==> src/rtl/core/rrbc_pkg.sv <==
// ----------------------------------------------------------------------------
// Rotor reflector byte cipher package
// Shared types and constants for the front end, the request queue and the
// table pipeline.
// ----------------------------------------------------------------------------
package rrbc_pkg;

  // Table depth and index width of the rotor machine.
  localparam int unsigned RotorSize = 256;
  localparam int unsigned IdxW      = $clog2(RotorSize);

  typedef logic [IdxW-1:0] byte_t;

  // Request commands.
  typedef enum logic [1:0] {
    CMD_LOAD     = 2'd0,
    CMD_POSITION = 2'd1,
    CMD_CIPHER   = 2'd2
  } cmd_e;

  // Table selection for load requests.
  typedef enum logic [1:0] {
    SEL_ROTOR   = 2'd0,
    SEL_INVERSE = 2'd1,
    SEL_REFLECT = 2'd2
  } sel_e;

  // One operation handed from the front end to the table pipeline.
  // For a load, addr is the table index and val the byte to write.
  // For a cipher request, addr is the rotor index (data plus fast offset)
  // and fast and slow are the positions that apply to this byte.
  typedef struct packed {
    logic  is_cipher;
    sel_e  sel;
    byte_t addr;
    byte_t val;
    byte_t fast;
    byte_t slow;
  } op_t;

endpackage

==> src/rtl/core/rrbc_queue.sv <==
// ----------------------------------------------------------------------------
// Rotor reflector request queue
// Small first-in first-out buffer of operations between the front end and
// the table pipeline. The depth must be a power of two.
// ----------------------------------------------------------------------------
module rrbc_queue #(
  parameter int unsigned DEPTH = 4
) (
  input  logic             clk_i,
  input  logic             rst_ni,
  input  logic             push_i,
  input  rrbc_pkg::op_t    op_i,
  output logic             full_o,
  input  logic             pop_i,
  output logic             empty_o,
  output rrbc_pkg::op_t    op_o
);
  import rrbc_pkg::*;

  localparam int unsigned PtrW = (DEPTH > 1) ? $clog2(DEPTH) : 1;
  localparam int unsigned CntW = $clog2(DEPTH + 1);

  op_t             entries_q [DEPTH];
  logic [PtrW-1:0] wr_ptr_q, rd_ptr_q;
  logic [CntW-1:0] count_q;
  logic            do_push, do_pop;

  assign full_o  = (count_q == CntW'(DEPTH));
  assign empty_o = (count_q == '0);
  assign do_push = push_i && !full_o;
  assign do_pop  = pop_i && !empty_o;
  assign op_o    = entries_q[rd_ptr_q];

  always_ff @(posedge clk_i) begin
    if (do_push) begin
      entries_q[wr_ptr_q] <= op_i;
    end
  end

  always_ff @(posedge clk_i or negedge rst_ni) begin
    if (!rst_ni) begin
      wr_ptr_q <= '0;
      rd_ptr_q <= '0;
      count_q  <= '0;
    end else begin
      if (do_push) begin
        wr_ptr_q <= wr_ptr_q + 1'b1;
      end
      if (do_pop) begin
        rd_ptr_q <= rd_ptr_q + 1'b1;
      end
      if (do_push && !do_pop) begin
        count_q <= count_q + 1'b1;
      end else if (do_pop && !do_push) begin
        count_q <= count_q - 1'b1;
      end
    end
  end

endmodule

==> config.mk <==
export PLATFORM = sky130hd
export DESIGN_NAME = rrbc_queue
export DESIGN_NICKNAME = d
export VERILOG_FILES = /design/src/rtl/core/rrbc_pkg.sv /design/src/rtl/core/rrbc_queue.sv
export SDC_FILE = /design/constraint.sdc
export NUM_CORES = 1
export LEC_CHECK = 0
export BUFFER_PORTS_ARGS = -buffer_cell sky130_fd_sc_hd__buf_2
export CORE_UTILIZATION = 50
export CTS_BUF_LIST = sky130_fd_sc_hd__clkbuf_4
export DETAILED_ROUTE_END_ITERATION = 7
export PLACE_DENSITY = 0.71
export SYNTH_ARGS = -nofsm -noshare
export SYNTH_HDL_FRONTEND = slang
export SYNTH_SLANG_ARGS = --single-unit
==> constraint.sdc <==
create_clock -name clk_i -period 2.75 [get_ports clk_i]
set_input_delay 0.4125 -clock clk_i [delete_from_list [all_inputs] [get_ports clk_i]]
set_output_delay 0.4125 -clock clk_i [all_outputs]
set_load 0.02 [all_outputs]
==> reports/results.ini <==
[timing]
period_share_pct = 93.5
relSlewSlack_pct = 80.0
period_minus_slack_ns = 2.57
tightest_slew_ns = 0.300
setup_viol = 0
grt_setup_unrepaired = no
fin_skew_ns = 0.0140
fin_setup_tns_ns = 0
hold_viol_final = 0
maxSlewViolCount = 0
fmax_mhz = 389

[logic_synthesis]
syn_nets = 264
yosysMostFrequentCell = edfxtp_1
synth_cell_types = 21
synthTopCellsByCount = edfxtp_1, mux4_2, dfrtp_1, mux4_1, ha_1
synth.area.top_cells = edfxtp_1, mux4_2, mux4_1
ys_seq_area_share_pct = 79.1
synth_area_per_cell_sq_um = 25.3
ys.flop_type = edfxtp_1
synth_cells = 219
synth_edf_count = 140
yosysTopAreaCellShare_pct = 75.9
yosysWarningCount = 0
ys_ff_latch = 147
async_flop_share_pct = 4.76
synth_area_sq_um = 5540
synth_area_leader_cell = edfxtp_1

[critical_path]
critPathMaxFanout = 13
crit_path_start_kind = flip-flop
worstPathArrival_ns = 2.16
crit_type = reg -> out
worstPathRequired_ns = 2.34
end_kind = primary output

[pwr]
intPower_w = 0.00466
p_leak_nw = 2.27
p_per_area_nw_per_um2 = 1060
clkPwrFrac_pct = 19.7
p_total_w = 0.00685
pwr-share-comb_pct = 34.3
swShare_pct = 31.9
p_seq_share_pct = 46.0
ir_worst_vdd_v = 0.000609
switchingPower_w = 0.00218

[global_route]
grt_max_degree = 36
grtUsageTotal_pct = 17.3
grt_pass1_vias = 2690
antenna_found_initial = 0
grt_pass1_wl_um = 13900
grt_overflow = 0

[worst_hold_path]
hold_class = in -> reg

[job]
maxCapViolations = 0

[finish]
antennaDiodeCount = 0
areaGrowthSynthToFinish_pct = 16.4
utilization_pct = 59.7
drive_above_1_share_pct = 46.5
fin_area_sq_um = 6440
fillers = 801
final_nets = 360

[floorplan]
die_h_um = 107
core-area_sq_um = 10800
io-pin-count = 76
dieWidth_um = 107
die_area_sq_um = 11500
start_util_pct = 51.3
rows = 38

[detailed_routing]
wl_per_cell_um = 18.9
first_pass_iters = 6
routed_wl_um = 8840
vias = 2451
drt-initial-drc-count = 92
drt-vias-per-instance = 5.25
final_antenna_net_count = 0
drc_errors = 0

[clock_tree]
htree_levels = 4
clk_pin_slew_ns = 0.12
cts_buffers = 17
cts_tree = built
clock-sinks = 147
cts_setup_buffers = 0
clk_path_buf_depth = 2
clk_latency_ns = 0.51
root_buffer = clkbuf_4

[place]
gp_congestion = 0.666
portBuffers = 75
dpl.hpwl_um = 5290
dpl-instance-area_sq_um = 6140

[status]
status = finished, final reports clean

[placed cells by master, fill, tap and decap left out]
cell type | synthesis | routed
mux4_2 | 28 | 28
dfrtp_4 | 0 | 1
mux2_2 | 1 | 1
buf_12 | 3 | 6
buf_4 | 0 | 4
clkinv_2 | 0 | 4
nand3_1 | 1 | 1
nor3b_2 | 1 | 1
buf_2 | 4 | 75
mux4_1 | 7 | 7
dfrtp_1 | 7 | 5
nor2_1 | 1 | 1
fa_1 | 1 | 1
dlygate4sd3_1 | 0 | 1
and2_2 | 0 | 4
clkinv_4 | 0 | 1
nor2b_1 | 1 | 1
clkinv_1 | 0 | 1
xor2_1 | 2 | 2
ha_1 | 5 | 5
clkbuf_4 | 0 | 20
or3_1 | 1 | 1
nand2_1 | 1 | 1
edfxtp_1 | 140 | 140
clkinvlp_4 | 0 | 2
dfrtp_2 | 0 | 1
mux2_4 | 1 | 1
inv_1 | 4 | 4
bufinv_16 | 0 | 3
xnor2_1 | 4 | 4
[registers in the layout, summed over array words and instances (netlist names)]
name / count
wr_ptr_q: 2
entries_q: 140
rd_ptr_q: 2
count_q: 3
[stage by stage]
step                cells  setup WS, ns  hold slack (ns)
floorplan             219         0.636            0.117
global placement      435         0.636            0.257
CTS                   467        0.0320           0.0564
global route          467       0.00501           0.0506
finish                467         0.178            0.104
detailed placement    435         0.628            0.257
[path summary, 6_finish.rpt]
path                                          from                         to  slack (ns)  depth (start not counted)
hold reg to reg             count_q[2]$_DFFE_PN0P_     count_q[2]$_DFFE_PN0P_        0.49                          1
min in group asynchronous                   rst_ni     count_q[1]$_DFFE_PN0P_        0.24                          2
setup / recovery           rd_ptr_q[0]$_DFFE_PN0P_                   op_o[14]        0.18                          3
max in group asynchronous                   rst_ni    rd_ptr_q[0]$_DFFE_PN0P_        2.32                          2
hold / removal                             op_i[0]  entries_q[2][0]$_DFFE_PP_        0.10                          1
setup reg to reg            count_q[0]$_DFFE_PN0P_     count_q[2]$_DFFE_PN0P_        0.62                          8
[repair_timing]
item | in CTS | in global routing
hold buffers | 1 | 0
endpoints found under the hold margin | 7 | 0
setup endpoints to repair | 0 | 12
gates resized for setup | 0 | 1
[logic make-up after synthesis]
family / share of synthesized area (%)
AND/OR/NAND/NOR: 1.13
buffers and inverters: 2.12
flip-flops: 79.1
multiplexers: 15.2
adder cells (fa/ha/maj): 1.49
XOR/XNOR: 0.949
[critical path: stages (launching register included)]
cell and delay [ns]:
dfrtp_4 0.58, buf_4 0.34, mux4_2 0.55, buf_2 0.17
[cell type report]
class	instances	area [sq um]	area share [%]
clock buffer	20	150	2.33
multi-input combinational	59	1040	16.2
tap	140	175	2.72
timing repair buffer	86	536	8.31
clock inverter	11	138	2.14
sequential	147	4380	68.1
inverter	4	15.0	0.233
[power groups by stage]
stage | clock network, W | logic (W) | registers [W]
2_1_floorplan | 0 | 0.00176 | 0.00311
3_3_place_gp | 0 | 0.00239 | 0.00318
3_5_place_dp | 0 | 0.00239 | 0.00321
4_1_cts | 0.00139 | 0.00240 | 0.00315
5_1_grt | 0.00149 | 0.00254 | 0.00320
6_report | 0.00135 | 0.00235 | 0.00315
[per-layer routing]
layer / global-route usage [%] / share of wire [%]
met1: 21.9 / 43
met4: 5.58 / 0.71
met2: 27.5 / 50
met3: 6.93 / 6.0
met5: 0 / 0
No activity file was read; power rests on OpenSTA's default activity.
