## config.mk

```make
export PLATFORM = sky130hd
export DESIGN_NAME = rrbc_front
export DESIGN_NICKNAME = d
export VERILOG_FILES = /design/src/rtl/core/rrbc_pkg.sv /design/src/rtl/core/rrbc_front.sv
export SDC_FILE = /design/constraint.sdc
export NUM_CORES = 1
export LEC_CHECK = 0
export BUFFER_PORTS_ARGS = -buffer_cell sky130_fd_sc_hd__buf_4
export CAP_MARGIN = 20
export CORE_MARGIN = 2
export CORE_UTILIZATION = 47
export CTS_CLUSTER_SIZE = 40
export DETAILED_ROUTE_END_ITERATION = 12
export MAX_ROUTING_LAYER = met4
export PLACE_DENSITY = 0.85
export SLEW_MARGIN = 20
export SYNTH_ARGS = -nofsm -noshare
export SYNTH_HDL_FRONTEND = slang
export SYNTH_SLANG_ARGS = --single-unit
```

## constraint.sdc

```tcl
create_clock -name clk_i -period 4.55 [get_ports clk_i]
set_input_delay 0.91 -clock clk_i [delete_from_list [all_inputs] [get_ports clk_i]]
set_output_delay 0.91 -clock clk_i [all_outputs]
set_load 0.005 [all_outputs]
```

## src/rtl/core/rrbc_pkg.sv

```systemverilog
// ----------------------------------------------------------------------------
// Rotor reflector byte cipher package
// Shared types and constants for the front end, the request queue and the
// table pipeline.
// ----------------------------------------------------------------------------
package rrbc_pkg;

  // Table depth and index width of the rotor machine.
  localparam int unsigned RotorSize = 256;
  localparam int unsigned IdxW      = $clog2(RotorSize);

  typedef logic [IdxW-1:0] byte_t;

  // Request commands.
  typedef enum logic [1:0] {
    CMD_LOAD     = 2'd0,
    CMD_POSITION = 2'd1,
    CMD_CIPHER   = 2'd2
  } cmd_e;

  // Table selection for load requests.
  typedef enum logic [1:0] {
    SEL_ROTOR   = 2'd0,
    SEL_INVERSE = 2'd1,
    SEL_REFLECT = 2'd2
  } sel_e;

  // One operation handed from the front end to the table pipeline.
  // For a load, addr is the table index and val the byte to write.
  // For a cipher request, addr is the rotor index (data plus fast offset)
  // and fast and slow are the positions that apply to this byte.
  typedef struct packed {
    logic  is_cipher;
    sel_e  sel;
    byte_t addr;
    byte_t val;
    byte_t fast;
    byte_t slow;
  } op_t;

endpackage

```

## src/rtl/core/rrbc_front.sv

```systemverilog
// ----------------------------------------------------------------------------
// Rotor reflector front end
// Accepts requests, keeps the stream position counters and forwards table
// loads and cipher requests, tagged with their positions, to the queue.
// ----------------------------------------------------------------------------
module rrbc_front (
  input  logic             clk_i,
  input  logic             rst_ni,
  input  logic             push_i,
  output logic             full_o,
  input  logic [1:0]       cmd_i,
  input  logic [1:0]       table_select_i,
  input  logic [7:0]       table_index_i,
  input  logic [7:0]       table_value_i,
  input  logic [15:0]      start_position_i,
  input  logic [7:0]       data_byte_i,
  input  logic             q_full_i,
  output logic             q_push_o,
  output rrbc_pkg::op_t    q_op_o
);
  import rrbc_pkg::*;

  byte_t fast_q, fast_d;
  byte_t slow_q, slow_d;
  logic  accept;

  assign full_o = q_full_i;
  assign accept = push_i && !q_full_i;

  always_comb begin
    fast_d             = fast_q;
    slow_d             = slow_q;
    q_push_o           = 1'b0;
    q_op_o.is_cipher   = 1'b0;
    q_op_o.sel         = SEL_ROTOR;
    q_op_o.addr        = table_index_i;
    q_op_o.val         = table_value_i;
    q_op_o.fast        = fast_q;
    q_op_o.slow        = slow_q;
    unique case (cmd_i)
      CMD_LOAD: begin
        // A load with an unused table select is dropped here.
        unique case (table_select_i) inside
          SEL_ROTOR, SEL_INVERSE, SEL_REFLECT: begin
            q_push_o   = accept;
            q_op_o.sel = sel_e'(table_select_i);
          end
          default: q_push_o = 1'b0;
        endcase
      end
      CMD_POSITION: begin
        if (accept) begin
          fast_d = start_position_i[IdxW-1:0];
          slow_d = start_position_i[2*IdxW-1:IdxW];
        end
      end
      CMD_CIPHER: begin
        q_push_o         = accept;
        q_op_o.is_cipher = 1'b1;
        q_op_o.addr      = data_byte_i + fast_q;
        if (accept) begin
          fast_d = fast_q + 1'b1;
          if (fast_q == '1) begin
            slow_d = slow_q + 1'b1;
          end
        end
      end
      default: q_push_o = 1'b0;
    endcase
  end

  always_ff @(posedge clk_i or negedge rst_ni) begin
    if (!rst_ni) begin
      fast_q <= '0;
      slow_q <= '0;
    end else begin
      fast_q <= fast_d;
      slow_q <= slow_d;
    end
  end

endmodule

```

==> flow_summary_export.csv <==
group,metric,value,unit
placement,hpwlAfterDp,2850,microns
sta,hold_viol,0,
detailed_routing,post_drt_wl_per_cell,13.3,microns
final_layout,diodes,0,
placement,place_congestion,0.831,
clock_tree,cts_made_buffers,3,
clock_tree,cts_num_sinks,16,
setup_path,startpoint_type,"input port",
synth,synth_compound_area_share,25.9,%
grt,antenna_found_initial,0,
synth,synth_cell_types,40,
floorplanning,initial_core_util,48.6,%
clock_tree,cts_buffer_depth,2,
setup_path,crit_type,"input port to primary output",
synth,synth_seq_cells,16,
sta,maxSlewHeadroom,64.8,%
detailed_routing,via_per_inst,5.61,
clock_tree,clkSlewWorstSetupHoldPaths,0.10,ns
synth,ys_seq_area_share,27.4,%
synth,synth_top_area_cell,"dfrtp_1",
clock_tree,cts_resized,0,
final_layout,instances_no_fill,277,
synth,synth_area,1460,sq um
grt,first_global_vias,1331,
status,status,"finished clean",
final_layout,nNetsFinal,303,
detailed_routing,ant_nets,0,
grt,grt_pass1_wl,5850,microns
synth,synthTopCellsByArea,"dfrtp_1 27%, a21oi_1 8.2%, ha_1 7.7%",
sta,finalClockSkew,0.00837,ns
final_layout,drive_above_1_share,32.0,%
sta,clock.fmax,291,MHz
flow_run,max_cap_violations,0,
placement,dp.cells,273,
grt,grt_overflow,0,
floorplanning,core,3000,sq um
floorplanning,rows,20,
synth,synth_top_family_by_area,"compound AO/OA/AOI/OAI gates",
synth,synth_top_area_share,27.4,%
clock_tree,clkLatencyLatePin,0.29,ns
floorplanning,die_h,59.7,microns
sta,drv_slew,0,
floorplanning,die_area,3570,sq um
synth,synth-xor-area-share,3.00,%
grt,grtUsageTotal,21.4,%
pwr,p_leak,0.000915,uW
synth,syn_inst,188,
setup_path,reg2reg_slack,2.73,ns
final_layout,final_common_cell,"buf_4",
floorplanning,fp.dieW,59.7,microns
grt,grt_start_max_net_pins,26,
final_layout,final_cell_mix,"70 x buf_4, 28 x nand2_1, 24 x a21oi_1",
synth,synth-simple-area-share,24.6,%
pwr,powerDensity,317,nW/um^2
clock_tree,ctsHoldBuffers,0,
synth,synth-adder-area-share,9.08,%
sta,rsz0062_at_grt,"false",
detailed_routing,firstDrtPassIters,4,
final_layout,fill_cells,276,
sta,worstMarginPinSlew,0.527,ns
detailed_routing,vias,1555,
sta,hold_slack,0.454,ns
placement,numPortBuffers,68,
sta,tns,0,ns
final_layout,area_growth,32.3,%
setup_path,path_max_fanout,2,
synth,yosysWarnings,0,
detailed_routing,drc,0,
clock_tree,tritoncts,"yes",
clock_tree,postCtsSetupRepairBufs,0,
clock_tree,cts_max_level,1,
sta,finalCritPeriodShare,75.6,%
setup_path,end_kind,"primary output",
sta,finalSetupViolCount,0,
pwr,peakVddDrop,0.155,mV
floorplanning,io_pins,85,
setup_path,cp.required,3.64,ns
detailed_routing,routed_wl,3680,microns
synth,syn-num-nets,246,
detailed_routing,drtIter0Drc,75,
hold_path,hp-class,"input port to async pin",
clock_tree,cts_root_buffer,"clkbuf_4",
sta,period_minus_slack,3.44,ns
synth,muxShareOfSynthArea,0,%
synth,avgSynthCellArea,7.77,sq um
setup_path,cp.arrival,2.53,ns
-- through the flow --
| step | util, % | instance area, sq um | power [uW] | worst slack (ns) |
|---|---|---|---|---|
| 6_report | 64.3 | 1930 | 612 | 1.11 |
| 5_1_grt | 64.3 | 1930 | 667 | 0.970 |
| 4_1_cts | 64.3 | 1930 | 615 | 1.13 |
| 3_5_place_dp | 63.1 | 1900 | 520 | 1.13 |
| 3_3_place_gp | 63.1 | 1900 | 513 | 1.17 |
| 2_1_floorplan | - | 1460 | 390 | 1.41 |
-- kinds of logic after synthesis --
kind of cell,after synthesis
xor gates and xnor gates,5
buffers and inverters,22
AOI/OAI and AO/OA,64
and+or+nand+nor,71
adders and majority gates,10
DFF,16
-- layer usage --
layer | share of wire, % | GRT usage [%]
met3 | 4.8 | 3.25
met2 | 49 | 33.4
met4 | 0.90 | 4.44
met1 | 45 | 29.5
met5 | 0 | -
-- registers in the layout, indices dropped and copies added (netlist names) --
register and cells:
fast_q 8, slow_q 8
-- where the power goes --
part / internal (uW) / switching (uW) / leakage, uW
sequential: 175 / 51.6 / 0.000185
combinational: 158 / 133 / 0.000710
clock: 48.8 / 45.1 / 0.0000210
total: 382 / 230 / 0.000915
-- cells in the mapped netlist, drive strengths merged --
master	count
a211oi	1
a21o	2
a21oi	24
a2bb2oi	1
a31oi	3
a32oi	1
a41o	1
and2b	2
and3b	1
and4	1
buf	17
clkbuf	1
dfrtp	16
fa	1
ha	9
inv	4
nand2	28
nand2b	2
nand3	12
nand4	2
nand4b	1
nor2	11
nor2b	1
nor3	2
nor3b	3
nor4b	2
o21a	3
o21ai	19
o22ai	6
o311ai	1
o31a	1
o32ai	1
or2	1
or3	2
xnor2	3
xor2	2
-- worst max-delay path, cell delays in order --
cell	delay, ns
buf_4	0.08
ha_1	0.15
inv_1	0.05
fa_1	0.39
nor2b_1	0.16
o31a_1	0.17
o21ai_0	0.10
or3_1	0.31
nand3_1	0.09
buf_4	0.11
-- final timing paths --
kind,startpoint,endpoint,cells after the start
worst max-delay path,data_byte_i[0],q_op_o[30],10
min in group clk_i,slow_q[7],slow_q[7],2
worst max register to register,fast_q[0],slow_q[3],6
worst min-delay path,rst_ni,slow_q[5],1
max in group asynchronous,rst_ni,fast_q[2],1
worst min register to register,slow_q[7],slow_q[7],2
-- final cells by class --
type	instances	area [sq um]	share of cell area, %
Multi-Input combinational cell	150	913	47.3
Timing Repair Buffer	70	526	27.2
Sequential cell	16	400	20.7
Tap cell	33	41.3	2.14
Clock buffer	4	36.3	1.88
Inverter	4	15.0	0.777
No activity file was read; power rests on OpenSTA's default activity.
